## config.mk

```make
export PLATFORM = sky130hd
export DESIGN_NAME = pid_controller_antiwindup
export DESIGN_NICKNAME = d
export VERILOG_FILES = /design/src/pidaw_pkg.sv /design/src/pidaw_ctrl.sv /design/src/pidaw_dp.sv /design/src/pid_controller_antiwindup.sv
export SDC_FILE = /design/constraint.sdc
export NUM_CORES = 2
export LEC_CHECK = 0
export BUFFER_PORTS_ARGS = -buffer_cell sky130_fd_sc_hd__buf_2
export CORE_MARGIN = 2
export CORE_UTILIZATION = 25
export CTS_BUF_LIST = sky130_fd_sc_hd__clkbuf_2
export DETAILED_ROUTE_END_ITERATION = 7
export PLACE_DENSITY_LB_ADDON = 0.25
export SLEW_MARGIN = 25
export SYNTH_ARGS = -nofsm -noshare
export SYNTH_HDL_FRONTEND = slang
export SYNTH_SLANG_ARGS = --single-unit
export TNS_END_PERCENT = 100
```

## constraint.sdc

```tcl
create_clock -name clk -period 12 [get_ports clk]
set_input_delay 0.6 -clock clk [delete_from_list [all_inputs] [get_ports clk]]
set_output_delay 0.6 -clock clk [all_outputs]
set_load 0.1 [all_outputs]
```

## src/pidaw_pkg.sv

```systemverilog
// ----------------------------------------------------------------------------
// pidaw_pkg
// Shared types, constants and helpers for the PID controller with anti-windup.
// ----------------------------------------------------------------------------
package pidaw_pkg;

	localparam int FRAC_BITS = 16;
	localparam int DW        = 32;
	localparam int DT_W      = 16;
	localparam int ERR_SHIFT = 16;
	localparam int DIV_W     = DW + DT_W;
	localparam int CNT_W     = $clog2(DIV_W);
	localparam int IDX_W     = 3;
	localparam int WIDE_W    = 68;

	localparam logic [63:0] IBOUND_WIDE = 64'd1000 << FRAC_BITS;
	localparam logic [30:0] IBOUND_RST  =
		(IBOUND_WIDE > 64'h7FFF_FFFF) ? 31'h7FFF_FFFF : IBOUND_WIDE[30:0];
	localparam logic [63:0] OUTB_WIDE   = 64'd100 << FRAC_BITS;
	localparam logic signed [31:0] OUT_HIGH_RST = OUTB_WIDE[31:0];
	localparam logic signed [31:0] OUT_LOW_RST  = -OUTB_WIDE[31:0];

	localparam logic signed [WIDE_W-1:0] MAX_W = WIDE_W'(64'sd2147483647);
	localparam logic signed [WIDE_W-1:0] MIN_W = -WIDE_W'(64'sd2147483648);

	typedef enum logic [IDX_W-1:0] {
		CFG_GAIN_P     = 3'd0,
		CFG_GAIN_I     = 3'd1,
		CFG_GAIN_D     = 3'd2,
		CFG_IBOUND     = 3'd3,
		CFG_OUT_LOW    = 3'd4,
		CFG_OUT_HIGH   = 3'd5,
		CFG_DERIV_MODE = 3'd6
	} cfg_idx_t;

	typedef enum logic [3:0] {
		OP_NONE, OP_LOAD, OP_ERR, OP_MULP, OP_MULE, OP_ACC, OP_MULI,
		OP_DIVINIT, OP_DIVSTEP, OP_SLOPE, OP_MULD, OP_DTERM, OP_SUM,
		OP_CLEAR, OP_INVALID
	} op_t;

	typedef struct packed {
		op_t op;
	} cmd_t;

	typedef struct packed {
		logic is_clear;
		logic dt_zero;
		logic out_free;
	} status_t;

	function automatic logic signed [DW-1:0] sat32(input logic signed [WIDE_W-1:0] v);
		logic signed [DW-1:0] r;
		if (v > MAX_W)
			r = MAX_W[DW-1:0];
		else if (v < MIN_W)
			r = MIN_W[DW-1:0];
		else
			r = v[DW-1:0];
		return r;
	endfunction

	function automatic logic signed [WIDE_W-1:0] ext(input logic signed [DW-1:0] v);
		return {{(WIDE_W-DW){v[DW-1]}}, v};
	endfunction

endpackage

```

## src/pidaw_ctrl.sv

```systemverilog
// ----------------------------------------------------------------------------
// pidaw_ctrl
// Sequencer: steps the datapath through one update, clear or invalid step.
// ----------------------------------------------------------------------------
module pidaw_ctrl import pidaw_pkg::*; (
	input  logic    clk,
	input  logic    arst_n,
	input  logic    s_tvalid,
	output logic    s_tready,
	input  status_t status,
	output cmd_t    cmd
);

	typedef enum logic [14:0] {
		ST_IDLE  = 15'b000000000000001,
		ST_DISP  = 15'b000000000000010,
		ST_ERR   = 15'b000000000000100,
		ST_MULP  = 15'b000000000001000,
		ST_MULE  = 15'b000000000010000,
		ST_ACC   = 15'b000000000100000,
		ST_MULI  = 15'b000000001000000,
		ST_DIVI  = 15'b000000010000000,
		ST_DIV   = 15'b000000100000000,
		ST_SLOPE = 15'b000001000000000,
		ST_MULD  = 15'b000010000000000,
		ST_DTERM = 15'b000100000000000,
		ST_SUM   = 15'b001000000000000,
		ST_CLR   = 15'b010000000000000,
		ST_INV   = 15'b100000000000000
	} state_t;

	state_t           state_q, state_d;
	logic [CNT_W-1:0] cnt_q;

	assign s_tready = (state_q == ST_IDLE);

	always_comb begin
		state_d = state_q;
		cmd.op  = OP_NONE;
		unique case (state_q)
			ST_IDLE: begin
				if (s_tvalid) begin
					cmd.op  = OP_LOAD;
					state_d = ST_DISP;
				end
			end
			ST_DISP: begin
				if (status.is_clear)
					state_d = ST_CLR;
				else if (status.dt_zero)
					state_d = ST_INV;
				else
					state_d = ST_ERR;
			end
			ST_ERR:   begin cmd.op = OP_ERR;     state_d = ST_MULP;  end
			ST_MULP:  begin cmd.op = OP_MULP;    state_d = ST_MULE;  end
			ST_MULE:  begin cmd.op = OP_MULE;    state_d = ST_ACC;   end
			ST_ACC:   begin cmd.op = OP_ACC;     state_d = ST_MULI;  end
			ST_MULI:  begin cmd.op = OP_MULI;    state_d = ST_DIVI;  end
			ST_DIVI:  begin cmd.op = OP_DIVINIT; state_d = ST_DIV;   end
			ST_DIV: begin
				cmd.op = OP_DIVSTEP;
				if (cnt_q == CNT_W'(DIV_W - 1))
					state_d = ST_SLOPE;
			end
			ST_SLOPE: begin cmd.op = OP_SLOPE;   state_d = ST_MULD;  end
			ST_MULD:  begin cmd.op = OP_MULD;    state_d = ST_DTERM; end
			ST_DTERM: begin cmd.op = OP_DTERM;   state_d = ST_SUM;   end
			ST_SUM: begin
				if (status.out_free) begin
					cmd.op  = OP_SUM;
					state_d = ST_IDLE;
				end
			end
			ST_CLR: begin
				if (status.out_free) begin
					cmd.op  = OP_CLEAR;
					state_d = ST_IDLE;
				end
			end
			ST_INV: begin
				if (status.out_free) begin
					cmd.op  = OP_INVALID;
					state_d = ST_IDLE;
				end
			end
			default: state_d = ST_IDLE;
		endcase
	end

	always_ff @(posedge clk or negedge arst_n) begin
		if (!arst_n) begin
			state_q <= ST_IDLE;
			cnt_q   <= '0;
		end else begin
			state_q <= state_d;
			if (state_q == ST_DIV)
				cnt_q <= cnt_q + 1'b1;
			else
				cnt_q <= '0;
		end
	end

endmodule

```

## src/pidaw_dp.sv

```systemverilog
// ----------------------------------------------------------------------------
// pidaw_dp
// Datapath: config registers, shared multiplier, bit-serial divider, state.
// ----------------------------------------------------------------------------
module pidaw_dp import pidaw_pkg::*; (
	input  logic                    clk,
	input  logic                    arst_n,
	input  logic                    cfg_we,
	input  logic [IDX_W-1:0]        cfg_index,
	input  logic [DW-1:0]           cfg_data,
	input  logic [79:0]             s_tdata,
	input  logic                    s_tuser,
	output logic                    m_tvalid,
	input  logic                    m_tready,
	output logic [DW-1:0]           m_tdata,
	output logic                    m_tuser,
	input  cmd_t                    cmd,
	output status_t                 status
);

	logic signed [DW-1:0] gain_p_q, gain_i_q, gain_d_q, out_low_q, out_high_q;
	logic [30:0]          ibound_q;
	logic                 dmode_q;

	logic signed [DW-1:0] sp_q, meas_q, err_q, diff_q, p_q, i_q, d_q, slope_q;
	logic signed [DW-1:0] integ_q, lerr_q, lmeas_q, od_q;
	logic [DT_W-1:0]      dt_q, rem_q;
	logic [DIV_W-1:0]     quo_q;
	logic                 clr_q, neg_q, ov_q, oinv_q;
	logic signed [65:0]   prod_q;

	logic signed [32:0]       ma, mb;
	logic signed [WIDE_W-1:0] prod_w, prod_neg, t_w, s_w, ib_w;
	logic signed [DW-1:0]     e_sh, acc_s, sum_s;
	logic [DT_W:0]            shifted;
	logic [DT_W+1:0]          trial;
	logic [DW-1:0]            mag;

	always_comb begin
		case (cmd.op)
			OP_MULP: begin ma = {gain_p_q[DW-1], gain_p_q}; mb = {err_q[DW-1], err_q};   end
			OP_MULE: begin ma = {err_q[DW-1], err_q};       mb = {17'b0, dt_q};          end
			OP_MULI: begin ma = {gain_i_q[DW-1], gain_i_q}; mb = {integ_q[DW-1], integ_q}; end
			default: begin ma = {gain_d_q[DW-1], gain_d_q}; mb = {slope_q[DW-1], slope_q}; end
		endcase
	end

	always_comb begin
		prod_w   = {{(WIDE_W-66){prod_q[65]}}, prod_q};
		prod_neg = -prod_w;
		e_sh     = sat32(prod_w >>> ERR_SHIFT);
		ib_w     = WIDE_W'({1'b0, ibound_q});
		s_w      = ext(integ_q) + ext(e_sh);
		acc_s    = sat32(s_w);
		if (ext(acc_s) > ib_w)
			acc_s = ib_w[DW-1:0];
		else if (ext(acc_s) < -ib_w)
			acc_s = -ib_w[DW-1:0];
		t_w      = dmode_q ? prod_neg : prod_w;
		shifted  = {rem_q, quo_q[DIV_W-1]};
		trial    = {1'b0, shifted} - {2'b0, dt_q};
		mag      = diff_q[DW-1] ? -diff_q : diff_q;
		sum_s    = sat32(ext(p_q) + ext(i_q) + ext(d_q));
		if (sum_s > out_high_q)
			sum_s = out_high_q;
		else if (sum_s < out_low_q)
			sum_s = out_low_q;
	end

	always_ff @(posedge clk or negedge arst_n) begin
		if (!arst_n) begin
			gain_p_q   <= '0;
			gain_i_q   <= '0;
			gain_d_q   <= '0;
			ibound_q   <= IBOUND_RST;
			out_low_q  <= OUT_LOW_RST;
			out_high_q <= OUT_HIGH_RST;
			dmode_q    <= 1'b1;
		end else if (cfg_we) begin
			unique case (cfg_idx_t'(cfg_index))
				CFG_GAIN_P:     gain_p_q   <= cfg_data;
				CFG_GAIN_I:     gain_i_q   <= cfg_data;
				CFG_GAIN_D:     gain_d_q   <= cfg_data;
				CFG_IBOUND:     ibound_q   <= cfg_data[30:0];
				CFG_OUT_LOW:    out_low_q  <= cfg_data;
				CFG_OUT_HIGH:   out_high_q <= cfg_data;
				CFG_DERIV_MODE: dmode_q    <= cfg_data[0];
				default: ;
			endcase
		end
	end

	always_ff @(posedge clk or negedge arst_n) begin
		if (!arst_n) begin
			integ_q <= '0;
			lerr_q  <= '0;
			lmeas_q <= '0;
			ov_q    <= 1'b0;
		end else begin
			if (cmd.op == OP_ACC) begin
				integ_q <= acc_s;
				lerr_q  <= err_q;
				lmeas_q <= meas_q;
			end else if (cmd.op == OP_CLEAR) begin
				integ_q <= '0;
				lerr_q  <= '0;
				lmeas_q <= '0;
			end
			if (cmd.op == OP_SUM || cmd.op == OP_CLEAR || cmd.op == OP_INVALID)
				ov_q <= 1'b1;
			else if (m_tready)
				ov_q <= 1'b0;
		end
	end

	always_ff @(posedge clk) begin
		prod_q <= ma * mb;
		case (cmd.op)
			OP_LOAD: begin
				sp_q   <= s_tdata[31:0];
				meas_q <= s_tdata[63:32];
				dt_q   <= s_tdata[79:64];
				clr_q  <= s_tuser;
			end
			OP_ERR:  err_q <= sat32(ext(sp_q) - ext(meas_q));
			OP_MULP: diff_q <= dmode_q ? sat32(ext(meas_q) - ext(lmeas_q))
			                           : sat32(ext(err_q) - ext(lerr_q));
			OP_MULE: p_q <= sat32(prod_w >>> FRAC_BITS);
			OP_DIVINIT: begin
				i_q   <= sat32(prod_w >>> FRAC_BITS);
				neg_q <= diff_q[DW-1];
				quo_q <= {mag, {DT_W{1'b0}}};
				rem_q <= '0;
			end
			OP_DIVSTEP: begin
				rem_q <= trial[DT_W+1] ? shifted[DT_W-1:0] : trial[DT_W-1:0];
				quo_q <= {quo_q[DIV_W-2:0], ~trial[DT_W+1]};
			end
			OP_SLOPE: slope_q <= neg_q ? sat32(-WIDE_W'(quo_q)) : sat32(WIDE_W'(quo_q));
			OP_DTERM: d_q <= sat32(t_w >>> FRAC_BITS);
			OP_SUM: begin
				od_q   <= sum_s;
				oinv_q <= 1'b0;
			end
			OP_CLEAR: begin
				od_q   <= '0;
				oinv_q <= 1'b0;
			end
			OP_INVALID: begin
				od_q   <= '0;
				oinv_q <= 1'b1;
			end
			default: ;
		endcase
	end

	assign status.is_clear = clr_q;
	assign status.dt_zero  = (dt_q == '0);
	assign status.out_free = !ov_q || m_tready;
	assign m_tvalid = ov_q;
	assign m_tdata  = od_q;
	assign m_tuser  = oinv_q;

endmodule

```

## src/pid_controller_antiwindup.sv

```systemverilog
// ----------------------------------------------------------------------------
// pid_controller_antiwindup
// Fixed-point PID controller with clamped integral and output limits.
// ----------------------------------------------------------------------------
// Input stream: s_tdata = {time_step, measurement, setpoint}, s_tuser = clear.
// Output stream: m_tdata = control_output, m_tuser = step_invalid.
// Exactly one output transaction per input transaction, in order.
// Config: cfg_we/cfg_index/cfg_data write one register per cycle. The user
// writes only while idle; the block does not enforce it. Index 0..6: gain_p,
// gain_i, gain_d, integral_bound, output_low, output_high, deriv_on_measurement.
// An update uses the shared 33x33 multiplier for its products and 48 steps
// of the one-bit-per-cycle divider forming the slope.
// One transaction is processed at a time; s_tready is high only when idle,
// which is the cycle after the result is written, so a new transaction is
// taken only after the previous one has written its result.
// The result sits in an output register; the next input is taken while it
// waits, but its result holds until the receiver takes the previous one.
// Reset clears the state and loads the register defaults.
// ----------------------------------------------------------------------------
module pid_controller_antiwindup import pidaw_pkg::*; (
	input  logic             clk,
	input  logic             arst_n,
	input  logic             cfg_we,
	input  logic [IDX_W-1:0] cfg_index,
	input  logic [DW-1:0]    cfg_data,
	input  logic             s_tvalid,
	output logic             s_tready,
	input  logic [79:0]      s_tdata,  // setpoint, measurement, time_step
	input  logic             s_tuser,  // req_type
	output logic             m_tvalid,
	input  logic             m_tready,
	output logic [DW-1:0]    m_tdata,  // control_output
	output logic             m_tuser   // step_invalid
);

	cmd_t    cmd;
	status_t status;

	pidaw_ctrl u_ctrl (
		.clk      (clk),
		.arst_n   (arst_n),
		.s_tvalid (s_tvalid),
		.s_tready (s_tready),
		.status   (status),
		.cmd      (cmd)
	);

	pidaw_dp u_dp (
		.clk       (clk),
		.arst_n    (arst_n),
		.cfg_we    (cfg_we),
		.cfg_index (cfg_index),
		.cfg_data  (cfg_data),
		.s_tdata   (s_tdata),
		.s_tuser   (s_tuser),
		.m_tvalid  (m_tvalid),
		.m_tready  (m_tready),
		.m_tdata   (m_tdata),
		.m_tuser   (m_tuser),
		.cmd       (cmd),
		.status    (status)
	);

`ifndef SYNTHESIS
	a_inv_zero: assert property (@(posedge clk) disable iff (!arst_n)
		m_tvalid && m_tuser |-> m_tdata == '0)
		else $error("invalid step with nonzero output");
	a_one_at_a_time: assert property (@(posedge clk) disable iff (!arst_n)
		s_tvalid && s_tready |=> !s_tready)
		else $error("accepted a second transaction while busy");
	a_out_only_on_write: assert property (@(posedge clk) disable iff (!arst_n)
		$rose(m_tvalid) |-> $past(cmd.op == OP_SUM || cmd.op == OP_CLEAR
			|| cmd.op == OP_INVALID))
		else $error("output raised without a result");
`endif

endmodule
```

==> results.tsv <==
stage	metric	value	unit
global_routing	GRT overflow	0	
routing	Starting DRT DRC Count	5898	
routing	Antenna Nets Post-Route	0	
sta	minimum clock period	11.54	ns
status	failing checks	design-rule violations	
status	status	finished with violations	
worst_setup_path	Worst Path Required	13.36	ns
job	MaxCap Viol Count	0	
worst_setup_path	CP max stage delay	0.55	ns
routing	DR vias/cell	4.84	
worst_setup_path	CP dominant cell by count	fa_1	
synthesis	sequential area share after synthesis	24.4	%
sta	Max Clk Rate	86.7	MHz
clock_network	CTS H-tree depth	4	
global_routing	number of global-route vias before repair	69247	
floorplan	Rows	211	
floorplan	Starting Density	25.1	%
min_path	Hold Crit Class	input port to flop	
worst_setup_path	CP max FO	40	
synthesis	synthesized area per cell	9.55	um^2
global_routing	first-pass GRT wire length	469000	um
synthesis	Synth Flop Type	edfxtp_1	
floorplan	die height	580	um
clock_network	Clock transition at path regs	0.11	ns
min_path	hold depth	3	
layout	fillcell total	34782	
layout	Nets	11061	
sta	Final TNS setup	0	ns
sta	fin. max-slew vios	0	
place	Buffers on Ports	155	
clock_network	CTS buffer count	204	
global_routing	overall routing resource usage	18.7	%
clock_network	Root Buffer	clkbuf_2	
routing	Avg WL per Cell	23.1	um
global_routing	initial antenna violation count	52	
worst_setup_path	kind of cell adding the most delay to the critical path	adder cells	
layout	Area growth syn-to-layout	14.7	%
routing	# DRC	36	
synthesis	Cells after Synth	8691	
clock_network	worst skew pair latency	1.63	ns
sta	clk_skew	0.290	ns
synthesis	post-synth cell types	92	
sta	relative slew slack	25.7	%
worst_setup_path	WP buf/inv	11	
worst_setup_path	Setup CP Type	flop to flop	
sta	final period utilization	96.2	%
layout	most common cell after layout, fill and taps aside	inv_1	
layout	commonest non-fill, non-tap cells in the layout	inv_1 (1449), fa_1 (1160), nand2_1 (913)	
synthesis	Synth async-reset ratio	41.5	%
place	Final HPWL DP	249000	um
sta	final setup fails	0	
worst_setup_path	CP Depth	39	
clock_network	clk sink count	747	
worst_setup_path	Worst Path Arrival	12.90	ns
worst_setup_path	critical path endpoint category	flop	
place	Final Wtd Congestion	0.965	
synthesis	EDFF count, synth	371	
floorplan	Die Area	0.337	mm^2
sta	Worst Max-Slew Pin Slew	1.11	ns
worst_setup_path	slowest cell on the critical path	fa_1	
synthesis	Yosys warnings	0	
layout	layout cells sized above 1	11.3	%
floorplan	I/O Pins	156	
routing	WL final	318000	um
routing	drt pass-1 iters	8	
worst_setup_path	Worst setup SP type	flop	
sta	Final Hold Fails	0	
synthesis	syn nets	10524	
floorplan	core footprint	0.330	mm^2
synthesis	#FFs+latches synth	747	
sta	Fin Hold WS	0.214	ns
clock_network	CTS tree	done	
clock_network	clock tree buffer depth	4	
synthesis	ranking of synthesized cells by area	fa_1 (28%), edfxtp_1 (13%), dfrtp_1 (8.7%), ha_1 (8.3%), inv_1 (6.6%)	
worst_setup_path	Reg2Reg Depth	39	
synthesis	Synth top area share	28.0	%
routing	routed vias	66649	
synthesis	Cell Area, Synth	0.0830	mm^2
sta	RSZ-0062 raised after global routing	false	
floorplan	chip width	580	um
synthesis	Synth area leader	fa_1	
global_routing	largest net degree at the start of global routing	66	
## registers in the layout (all words and copies together), names as in the netlist, 15 cells and up
register	flops
u_dp.ibound_q	31
u_dp.gain_d_q	32
u_dp.meas_q	32
u_dp.lmeas_q	32
u_dp.out_low_q	32
u_dp.lerr_q	32
u_dp.gain_i_q	32
u_dp.i_q	32
u_dp.quo_q	48
u_dp.rem_q	16
u_dp.d_q	32
u_dp.slope_q	32
u_dp.m_tdata	32
u_dp.diff_q	32
u_ctrl.state_q	15
u_dp.gain_p_q	32
u_dp.prod_q	66
u_dp.sp_q	32
u_dp.p_q	32
u_dp.integ_q	32
u_dp.dt_q	16
u_dp.out_high_q	32
u_dp.err_q	32
## stage by stage
step                util [%]  cells  cell area, um^2  setup slack (ns)
global placement        27.3  13078            90100             0.278
global route            28.8  13763            95200           0.00240
floorplan                  -   8691            83000              1.52
finish                  28.8  13776            95200             0.459
detailed placement      27.3  13080            90100             0.372
CTS                     28.8  13749            95000             0.269
## routing by layer
metal | part of all wire, % | wire, um | track usage, %
met5 | 0.028 | 88 | 0
met4 | 4.0 | 12700 | 6.63
met3 | 7.2 | 22900 | 3.30
met2 | 44 | 139000 | 28.6
met1 | 45 | 143000 | 26.3
## tightest hold or removal path, stage by stage
cell and delay [ns]:
dlygate4sd3_1 0.54, buf_2 0.25, mux2_2 0.31
## cells in the mapped netlist, drive strengths merged, types with 35 or more instances
cell type and n:
inv 1451, fa 1160, nand2 916, nor2 758
ha 552, o21ai 381, edfxtp 371, a21oi 363
dfrtp 287, clkbuf 285, a21o 234, xnor2 181
mux2 163, xor2 130, buf 107, nor3 87
o21a 79, nand3 77, nor4 70, dfxtp 66
nand4 64, and2 62, nand2b 56, nor2b 52
mux2i 51, a222oi 48, or3 46, a211oi 44
a31oi 43, a22o 38, o2bb2ai 37, o21bai 35
## cell type report
cell class / instances / area (um^2) / area share [%]
multi-input cells: 6102 / 56200 / 59.0
flip-flops and latches: 747 / 20200 / 21.3
repair buffers: 722 / 5970 / 6.27
well taps: 4366 / 5460 / 5.74
inverters: 1451 / 5450 / 5.72
clock buffers: 318 / 1590 / 1.67
clock inverters: 53 / 298 / 0.313
diodes: 17 / 42.5 / 0.0447
## timing repair
action,4_1_cts,5_1_grt
endpoints found under the hold margin,545,0
hold buffers,298,0
buffers inserted,0,9
endpoints found under the setup margin,0,9
gates resized for setup,0,15
## kinds of logic (layout without fill, tap and decap cells)
kind of cell / after synthesis / count (layout) / synth area share, %
AOI/OAI and AO/OA: 1559 / 1559 / 12.4
adders and majority gates: 1714 / 1714 / 36.3
DFF: 747 / 747 / 24.4
xor gates and xnor gates: 311 / 311 / 3.28
muxes: 214 / 214 / 2.83
buffers and inverters: 1843 / 2544 / 8.47
other: 0 / 17 / 0
and+or+nand+nor: 2303 / 2304 / 12.3
## final timing paths
| path | startpoint | endpoint | slack, ns |
|---|---|---|---|
| max reg2reg | u_ctrl.state_q[7] | u_dp.prod_q[64] | 0.46 |
| min in group asynchronous | arst_n | u_dp.lmeas_q[17] | 0.31 |
| min | cfg_data[22] | u_dp.ibound_q[22] | 0.21 |
| min reg2reg | u_ctrl.cnt_q[0] | u_ctrl.cnt_q[0] | 0.47 |
| max in group asynchronous | arst_n | u_dp.out_low_q[22] | 9.37 |
| max | u_ctrl.state_q[7] | u_dp.prod_q[64] | 0.46 |
Power is left out: the tool's default activity adds up to more than one toggle a clock period on the data nets, which glitch-free logic cannot reach.
